`config.mk`:
```
export PLATFORM = sky130hd
export DESIGN_NAME = utf8_sanitizer
export DESIGN_NICKNAME = d
export VERILOG_FILES = /design/src/hdl/u8s_pkg.sv /design/src/hdl/utf8_sanitizer.sv
export SDC_FILE = /design/constraint.sdc
export NUM_CORES = 1
export LEC_CHECK = 0
export ABC_AREA = 0
export BUFFER_PORTS_ARGS = -buffer_cell sky130_fd_sc_hd__clkbuf_2
export CAP_MARGIN = 20
export CORE_ASPECT_RATIO = 1.25
export CORE_MARGIN = 5
export CORE_UTILIZATION = 57
export CTS_BUF_LIST = sky130_fd_sc_hd__clkbuf_4 sky130_fd_sc_hd__clkbuf_8
export DETAILED_ROUTE_END_ITERATION = 8
export PLACE_DENSITY_LB_ADDON = 0.1
export SLEW_MARGIN = 20
export SYNTH_ARGS = -nofsm -noshare
export SYNTH_HDL_FRONTEND = slang
export SYNTH_SLANG_ARGS = --single-unit
export TNS_END_PERCENT = 1
```
`constraint.sdc`:
```
create_clock -name i_clk -period 2.75 [get_ports i_clk]
set_input_delay 0.1375 -clock i_clk [delete_from_list [all_inputs] [get_ports i_clk]]
set_output_delay 0.1375 -clock i_clk [all_outputs]
set_load 0.01 [all_outputs]
```
`src/hdl/u8s_pkg.sv`:
```
`default_nettype none

package u8s_pkg;

    localparam logic [7:0] REP_B0 = 8'hEF;
    localparam logic [7:0] REP_B1 = 8'hBF;
    localparam logic [7:0] REP_B2 = 8'hBD;

    localparam logic [20:0] CP_MIN3    = 21'h000800;
    localparam logic [20:0] CP_MIN4    = 21'h010000;
    localparam logic [20:0] CP_SURR_LO = 21'h00D800;
    localparam logic [20:0] CP_SURR_HI = 21'h00DFFF;
    localparam logic [20:0] CP_MAX     = 21'h10FFFF;

    typedef logic [7:0] t_byte;

    function automatic t_byte rep_byte(input logic [1:0] idx);
        t_byte b;
        case (idx)
            2'd0:    b = REP_B0;
            2'd1:    b = REP_B1;
            default: b = REP_B2;
        endcase
        return b;
    endfunction

endpackage

`default_nettype wire

```
`src/hdl/utf8_sanitizer.sv`:
```
`default_nettype none

// Channel | Direction | Handshake                 | Payload
// in      | input     | i_in_valid / o_in_ready   | i_in_byte, i_in_last
// out     | output    | o_out_valid / i_out_ready | o_out_byte, o_out_last
//
// One byte is taken in ST_IDLE, then ST_EVAL judges the sequence at the head of the
// hold buffer, and ST_EMIT moves each result byte through the output register.
// After a sequence is emitted, ST_EVAL judges every further sequence the byte
// releases from the buffer (up to 3 such passes).
// A stalled output holds the sequencer in its emitting state.
// Reset empties the hold buffer and the output register.

module utf8_sanitizer (
    input  wire logic       i_clk,
    input  wire logic       i_rst_n,
    input  wire logic       i_in_valid,
    output logic            o_in_ready,
    input  wire logic [7:0] i_in_byte,
    input  wire logic       i_in_last,
    output logic            o_out_valid,
    input  wire logic       i_out_ready,
    output logic [7:0]      o_out_byte,
    output logic            o_out_last
);

    localparam logic [1:0] ST_IDLE = 2'd0;
    localparam logic [1:0] ST_EVAL = 2'd1;
    localparam logic [1:0] ST_EMIT = 2'd2;

    logic [1:0]      r_state;
    u8s_pkg::t_byte  r_buf [4];
    logic [2:0]      r_cnt;
    logic            r_last;
    logic            r_rep;
    logic [2:0]      r_len;
    logic [2:0]      r_k;
    logic [1:0]      r_idx;
    u8s_pkg::t_byte  r_ob;
    logic            r_ol;
    logic            r_ov;

    u8s_pkg::t_byte  n_buf [4];
    logic [2:0]      w_sh;
    logic [2:0]      w_need;
    logic [20:0]     w_cp;
    logic            w_cont_ok;
    logic            w_bad;
    logic            e_stop;
    logic            e_rep;
    logic [2:0]      e_len;
    logic [2:0]      e_k;
    logic            w_fin;
    logic [2:0]      w_rem;
    logic            w_load;
    u8s_pkg::t_byte  w_ob;

    // Judge the sequence that starts at the head of the buffer.
    always_comb begin
        w_need    = 3'd0;
        w_cp      = 21'd0;
        w_cont_ok = 1'b0;
        w_bad     = 1'b1;
        e_stop    = 1'b0;
        e_rep     = 1'b1;
        e_len     = 3'd3;
        e_k       = 3'd1;
        if (r_buf[0] inside {[8'h00:8'h7F]}) begin
            e_rep = 1'b0;
            e_len = 3'd1;
        end else if (r_buf[0] inside {[8'hC2:8'hDF]}) begin
            w_need = 3'd2;
        end else if (r_buf[0] inside {[8'hE0:8'hEF]}) begin
            w_need = 3'd3;
        end else if (r_buf[0] inside {[8'hF0:8'hF7]}) begin
            w_need = 3'd4;
        end
        case (w_need)
            3'd2:    w_cp = {10'd0, r_buf[0][4:0], r_buf[1][5:0]};
            3'd3:    w_cp = {5'd0, r_buf[0][3:0], r_buf[1][5:0], r_buf[2][5:0]};
            3'd4:    w_cp = {r_buf[0][2:0], r_buf[1][5:0], r_buf[2][5:0], r_buf[3][5:0]};
            default: w_cp = 21'd0;
        endcase
        w_cont_ok = (r_buf[1][7:6] == 2'b10)
                  && ((w_need < 3'd3) || (r_buf[2][7:6] == 2'b10))
                  && ((w_need < 3'd4) || (r_buf[3][7:6] == 2'b10));
        w_bad = ((w_need == 3'd3) && (w_cp < u8s_pkg::CP_MIN3))
              || ((w_need == 3'd4) && (w_cp < u8s_pkg::CP_MIN4))
              || ((w_cp >= u8s_pkg::CP_SURR_LO) && (w_cp <= u8s_pkg::CP_SURR_HI))
              || (w_cp > u8s_pkg::CP_MAX);
        if (w_need != 3'd0) begin
            if (r_cnt < w_need) begin
                if (r_last) begin
                    e_k = r_cnt;
                end else begin
                    e_stop = 1'b1;
                end
            end else if (w_cont_ok && !w_bad) begin
                e_rep = 1'b0;
                e_len = w_need;
                e_k   = w_need;
            end
        end
    end

    always_comb begin
        w_sh = 3'd0;
        for (int i = 0; i < 4; i++) begin
            w_sh = 3'(i) + r_k;
            n_buf[i] = (w_sh < 3'd4) ? r_buf[w_sh[1:0]] : r_buf[i];
        end
    end

    assign w_fin  = ((3'(r_idx) + 3'd1) == r_len);
    assign w_rem  = r_cnt - r_k;
    assign w_load = !r_ov || i_out_ready;
    assign w_ob   = r_rep ? u8s_pkg::rep_byte(r_idx) : r_buf[r_idx];

    always_ff @(posedge i_clk) begin
        if (!i_rst_n) begin
            r_state <= ST_IDLE;
            r_cnt   <= 3'd0;
            r_ov    <= 1'b0;
        end else begin
            if (r_ov && i_out_ready && (r_state != ST_EMIT)) begin
                r_ov <= 1'b0;
            end
            case (r_state)
                ST_IDLE: begin
                    if (i_in_valid) begin
                        r_buf[r_cnt[1:0]] <= i_in_byte;
                        r_cnt             <= r_cnt + 3'd1;
                        r_last            <= i_in_last;
                        r_state           <= ST_EVAL;
                    end
                end
                ST_EVAL: begin
                    if (e_stop || (r_cnt == 3'd0)) begin
                        r_state <= ST_IDLE;
                    end else begin
                        r_rep   <= e_rep;
                        r_len   <= e_len;
                        r_k     <= e_k;
                        r_idx   <= 2'd0;
                        r_state <= ST_EMIT;
                    end
                end
                ST_EMIT: begin
                    if (w_load) begin
                        r_ov  <= 1'b1;
                        r_ob  <= w_ob;
                        r_ol  <= w_fin && r_last && (w_rem == 3'd0);
                        r_idx <= r_idx + 2'd1;
                        if (w_fin) begin
                            for (int i = 0; i < 4; i++) begin
                                r_buf[i] <= n_buf[i];
                            end
                            r_cnt   <= w_rem;
                            r_state <= (w_rem == 3'd0) ? ST_IDLE : ST_EVAL;
                        end
                    end
                end
                default: begin
                    r_state <= ST_IDLE;
                end
            endcase
        end
    end

    assign o_in_ready  = (r_state == ST_IDLE);
    assign o_out_valid = r_ov;
    assign o_out_byte  = r_ob;
    assign o_out_last  = r_ol;

endmodule

`default_nettype wire

```
==> results.cfg, run 1 <==
[run_status]
status = completed

[layout]
syn2layout_area_growth_pct = 13.07
fill_cells = 569
diodes = 0
stdcell_count = 504
fin_area_sq_um = 4459
seq_area_sq_um = 1732
layout-drive-gt1-share = 0.2150
final_core_util = 0.6511
nets = 435
multiInputGateArea_sq_um = 2003

[global_routing]
grt_pass1_wl_um = 14520
gr-max-usage-layer = met2
antenna_found_initial = 0
overflow = 0
grt_use_met2 = 0.3712
grt_use_total = 0.2157
grt_pass1_vias = 2904
use_met1 = 0.2663
use_met3 = 0.03837
grt_max_degree = 28

[sta]
timing_hold_violations_final = 0
timing.setup.tns_ns = 0
finalClockSkew_ns = 0.01056
slew-limit-headroom = 0.5659
fin_crit_ns = 2.584
tightest_slew_ns = 0.6503
min_period_over_period = 0.9396
setup_ws_ns = 0.1660
setup_viol = 0
rsz0062_at_grt = no
hold_ws_ns = 0.09945
drv_slew = 0
fmax_mhz = 387.0

[drt]
wirelength_um = 8843
final_antenna_net_count = 0
routedWlPerCell_um = 17.55
drt-initial-drc-count = 151
drc_errors = 0
dr.pass1.iters = 5
vias = 2972
viasPerCell = 5.897

[setup_path]
startpoint = r_buf[0][2]
cp-start-kind = flip-flop
arrival_ns = 2.82
reg2reg_depth = 10
rrSetupSlack_ns = 0.17
criticalPathCategory = reg -> reg
timing.rr.start = r_buf[0][2]
cp_max_fo = 6
crit_path_end_kind = flip-flop
cp.required_ns = 2.98

[logic_synthesis]
syn_inst = 376
synthTopCellsByCount = o21ai_0, edfxtp_1, mux2i_1
ys_types = 61
ys_seq_area_frac = 0.4391
async_reset_ff_frac = 0
synth-edff-count = 51
ys_ff_latch = 61
synth_warnings = 0
synth.largest_area_cell = edfxtp_1
synthTopCellsByArea = edfxtp_1, mux2i_1, o21ai_0, dfxtp_1, mux4_2
avgSynthCellArea_sq_um = 10.49
synth_area_sq_um = 3944
synth_ff_type = edfxtp_1
synth_top_cell_area_share = 0.3883
syn_nets = 402
synth_most_common_cell = o21ai_0

[floorplan]
die_h_um = 103
die_w_um = 84.40
initial_utilization = 0.5758
dieArea_sq_um = 8693
num_io_pins = 24
core_area_sq_um = 6849
rows = 34

[min_path]
hold_start = i_rst_n
whs_path_depth = 2
hold_path_class = in -> reg
worstHoldEndpoint = r_cnt[0]

[power_and_ir_drop]
power_leakage_nw = 1.856
power.density_nw_per_um2 = 519.9
max-vdd-ir-drop_v = 0.0004291
fin_total_pwr_mw = 2.318

[clock_network]
cts_buffers = 9
clk_path_buf_depth = 2
clock_latency_ns = 0.35
h-tree-depth = 3
cts_num_sinks = 61
clk_pin_slew_ns = 0.07
tritoncts = done
clockRootBuffer = clkbuf_8
cts_resized = 0

[placed_design]
dp_hpwl_um = 6429
dp.cells = 484
finalWeightedCongestion = 0.9702
place_area_sq_um = 4184
portBuffers = 23
post-place-ws_ns = 0.1870

[job]
drv_cap = 0
-- worst max path at each step --
stage	to	cells past startpoint
final	flip-flop	10
after detailed placement	flip-flop	10
after CTS	flip-flop	10
after global placement	flip-flop	10
after global routing	r_rep	9
after floorplan	r_buf[0][0]	7
-- timing repair --
item	4_1_cts	5_1_grt
setup endpoints to repair	0	2
hold buffers	1	0
hold endpoints to repair	1	0
setup buffers	0	3
-- critical path, cell delays in order (launching register included) --
cell      delay [ns]
edfxtp_1        0.38
or3_1           0.41
nor3_1          0.15
a211oi_1        0.08
inv_1           0.08
ha_1            0.22
nor3_1          0.22
a211oi_2        0.10
o311ai_2        0.30
inv_1           0.21
mux2_4          0.33
-- logic make-up after synthesis --
group	synth area share
xor+xnor	0.01777
simple gates	0.1250
fa+ha+maj	0.04315
mux	0.1780
compound gates	0.1440
buf+inv	0.05298
flops	0.4391
-- power breakdown --
group          switching, mW  internal (mW)
Sequential            0.0430           1.04
Combinational          0.144          0.124
Clock                  0.360          0.612
Total                  0.548           1.77
-- metal layers --
layer / part of all wire / vias up
met2: 0.49 / 89
met4: 0.022 / 0
met3: 0.051 / 18
met5: 0 / -
li1: - / 1463
met1: 0.43 / 1402
-- sequential cells by signal, indices dropped and copies added, names as in the netlist, named ones only --
register / cells
o_out_byte: 8
o_out_last: 1
o_out_valid: 1
r_buf: 32
r_cnt: 3
r_idx: 2
r_k: 3
r_last: 1
r_len: 3
r_rep: 1
r_state: 2
-- cell type report --
| type | instances | area share |
|---|---|---|
| clock buffer | 10 | 0.02946 |
| clock inverter | 6 | 0.02497 |
| sequential | 61 | 0.3883 |
| inverter | 17 | 0.01431 |
| multi-input combinational | 272 | 0.4492 |
| tap | 90 | 0.02525 |
| timing repair buffer | 48 | 0.06846 |
-- placed cells by master, fill, tap and decap left out, drive strengths merged, types with 2 or more instances in the layout --
cell     n
nand4    2
clkinv   3
and2     3
nor2b    2
nor2    18
a32oi    2
mux2i   48
a21oi   16
or2      5
nor4     2
nor3     5
or3      3
bufinv   3
and3     4
buf     24
edfxtp  51
nand2b   3
xnor2    2
a211o    2
xor2     6
o31ai    4
mux4     8
nand3    8
clkbuf  33
nand2   37
dfxtp   10
mux2     3
o21ai   52
a32o     2
a211oi   5
inv     16
ha      12
(Power assumes the default switching activity.)
==> run 2, diff against run 1 <==
--- a/config.mk
+++ b/config.mk
@@ -5,7 +5,7 @@
 export SDC_FILE = /design/constraint.sdc
 export NUM_CORES = 1
 export LEC_CHECK = 0
-export ABC_AREA = 0
+export ABC_AREA = 1
 export BUFFER_PORTS_ARGS = -buffer_cell sky130_fd_sc_hd__clkbuf_2
 export CAP_MARGIN = 20
 export CORE_ASPECT_RATIO = 1.25
==> run 2 against run 1 <==
Net effect:
- core utilization shrank 0.13 points
- synthesized cell count grew 31%
- total power grew 5.8%
- non-clock buffer count shrank 11
- maximum frequency grew 3.9%
- critical path depth grew 3
- via count grew 24%
- highest routed layer unchanged
- sequential power is essentially flat
- clock skew shrank 0.00071 ns
==> results.cfg, run 2 <==
[run_status]
status = completed

[logic_synthesis]
synth_top_cell_area_share = 0.3788
syn_inst = 494
syn_nets = 520
synth_area_sq_um = 4043
ys_ff_latch = 61
synthTopCellsByCount = o21ai_0, nand2_1, inv_1
async_reset_ff_frac = 0
synth_ff_type = edfxtp_1
synth.largest_area_cell = edfxtp_1
synth_most_common_cell = o21ai_0
avgSynthCellArea_sq_um = 8.183
synth_warnings = 0
synth-edff-count = 51
ys_types = 44
synthTopCellsByArea = edfxtp_1, o21ai_0, nand2_1, inv_1, dfxtp_1
ys_seq_area_frac = 0.4284

[clock_network]
post_cts_buffers = 0
clk_pin_slew_ns = 0.08
clock_latency_ns = 0.35
clockRootBuffer = clkbuf_8
tritoncts = done
cts_num_sinks = 61
cts_buffers = 9
cts_hold_buffers = 1
cts_resized = 0
h-tree-depth = 3
clk_path_buf_depth = 2

[floorplan]
num_io_pins = 24
die_h_um = 104.2
core_area_sq_um = 6934
rows = 34
die_w_um = 85.33
dieArea_sq_um = 8887
initial_utilization = 0.5830

[global_routing]
grt_max_degree = 25
antenna_found_initial = 0
grt_use_total = 0.2631
grt_pass1_vias = 3622
overflow = 0
grt_pass1_wl_um = 18180

[min_path]
hold_start = i_in_byte[6]
hold_path_class = in -> reg
whs_path_depth = 3
worstHoldEndpoint = r_buf[3][6]

[layout]
stdcell_count = 615
mostFrequentLayoutCells = o21ai_0, nand2_1, inv_1, edfxtp_1, nor2_1
largest_reg_flops = 32
nets = 546
syn2layout_area_growth_pct = 11.45
top_register = r_buf
final_common_cell = o21ai_0
layout-drive-gt1-share = 0.1657
diodes = 0

[setup_path]
criticalPathCategory = reg -> reg
crit_path_end_kind = flip-flop
arrival_ns = 2.56
cp.required_ns = 2.82
cp_max_fo = 6
crit-reg2reg-capture = r_idx[0]
cp-start-kind = flip-flop
reg2reg_depth = 13
timing.rr.start = r_buf[0][4]
rrSetupSlack_ns = 0.26

[placed_design]
portBuffers = 23
dp.cells = 598
dp_hpwl_um = 8018
finalWeightedCongestion = 0.9569

[power_and_ir_drop]
p_switching_mw = 0.7377
switching_share = 0.3007
combinationalPowerShare = 0.177
intPower_mw = 1.716
max-vdd-ir-drop_v = 0.0005108
pwr-share-clk = 0.370
power.density_nw_per_um2 = 544.6
power_leakage_nw = 1.879
power.share.sequential = 0.453

[drt]
drc_errors = 0
vias = 3697
viasPerCell = 6.011
wirelength_um = 11450
routedWlPerCell_um = 18.62
drt-initial-drc-count = 296
dr.pass1.iters = 5
final_antenna_net_count = 0

[sta]
fmax_mhz = 402.2
timing_hold_violations_final = 0
slew-limit-headroom = 0.5307
finalClockSkew_ns = 0.009854
fin_crit_ns = 2.486
timing.setup.tns_ns = 0
tightest_slew_ns = 0.7031
min_period_over_period = 0.9041
drv_slew = 0
rsz0062_at_grt = no
setup_viol = 0

[job]
drv_cap = 0
[run 2: changes by cell type in the layout (fill, tap and decap cells not counted), moves of 10 or more]
cell,before,now
buf_4,24,13
o211ai_1,1,13
nor2_1,18,33
a21oi_1,16,29
inv_1,16,56
nand3_1,8,18
mux2i_1,48,0
nand2_1,37,74
o21ai_0,52,96
[run 2: cell families after synthesis]
family,after synthesis,share of synthesized area
compound gates,169,0.2386
simple gates,156,0.1872
buf+inv,86,0.08418
flops,61,0.4284
fa+ha+maj,13,0.04209
xor+xnor,9,0.01950
[run 2: how the worst max path moves through the flow]
| stage | cells past startpoint | from | slack (ns) | end |
|---|---|---|---|---|
| 3_3_place_gp | 13 | r_buf[0][4] | 0.34 | r_idx[1] |
| 2_1_floorplan | 8 | r_state[1] | 0.37 | r_buf[0][0] |
| 6_report | 13 | r_buf[0][4] | 0.26 | r_idx[0] |
| 5_1_grt | 9 | r_k[0] | 0.10 | r_buf[3][2] |
| 4_1_cts | 9 | r_idx[1] | 0.29 | r_buf[1][7] |
| 3_5_place_dp | 9 | r_idx[1] | 0.32 | r_buf[1][3] |
[run 2: final cells by class]
type | instances | area (sq um)
fillers | 586 | 2429
flip-flops and latches | 61 | 1732
repair buffers | 37 | 222.7
clock buffers | 9 | 123.9
well taps | 90 | 112.6
clock inverters | 7 | 97.59
inverters | 64 | 246.5
multi-input cells | 347 | 1971
[run 2: power groups by stage]
stage | sequential, mW | combinational [mW] | clock [mW]
6_report | 1.11 | 0.435 | 0.908
5_1_grt | 1.12 | 0.483 | 0.967
4_1_cts | 1.11 | 0.430 | 0.924
3_5_place_dp | 1.13 | 0.424 | 0
3_3_place_gp | 1.13 | 0.418 | 0
2_1_floorplan | 1.11 | 0.315 | 0
[run 2: critical path, cell delays in order (launching register included)]
cell,delay [ns]
edfxtp_1,0.51
nor2_4,0.26
nand2_4,0.11
nand2_1,0.16
inv_1,0.08
ha_1,0.29
o211ai_2,0.09
nand2_2,0.11
nor3_2,0.05
a21oi_2,0.11
nand2_2,0.10
nand2_1,0.08
nand3_1,0.13
inv_1,0.11
[run 2: layer usage]
| metal | GRT usage | wire length [um] |
|---|---|---|
| met1 | 0.3128 | 4480 |
| met2 | 0.4594 | 5801 |
| met3 | 0.05071 | 827 |
| met4 | 0.1052 | 341 |
| met5 | 0 | 0 |
[run 2: stage by stage]
step	area [sq um]	util	power, mW	hold WS (ns)	worst slack (ns)
2_1_floorplan	4043	-	1.422	0.2364	0.3690
3_3_place_gp	4274	0.6164	1.547	0.3156	0.3420
3_5_place_dp	4274	0.6164	1.554	0.3175	0.3169
4_1_cts	4506	0.6498	2.463	0.1043	0.2856
5_1_grt	4506	0.6498	2.567	0.1185	0.1028
6_report	4506	0.6498	2.454	0.1186	0.2636
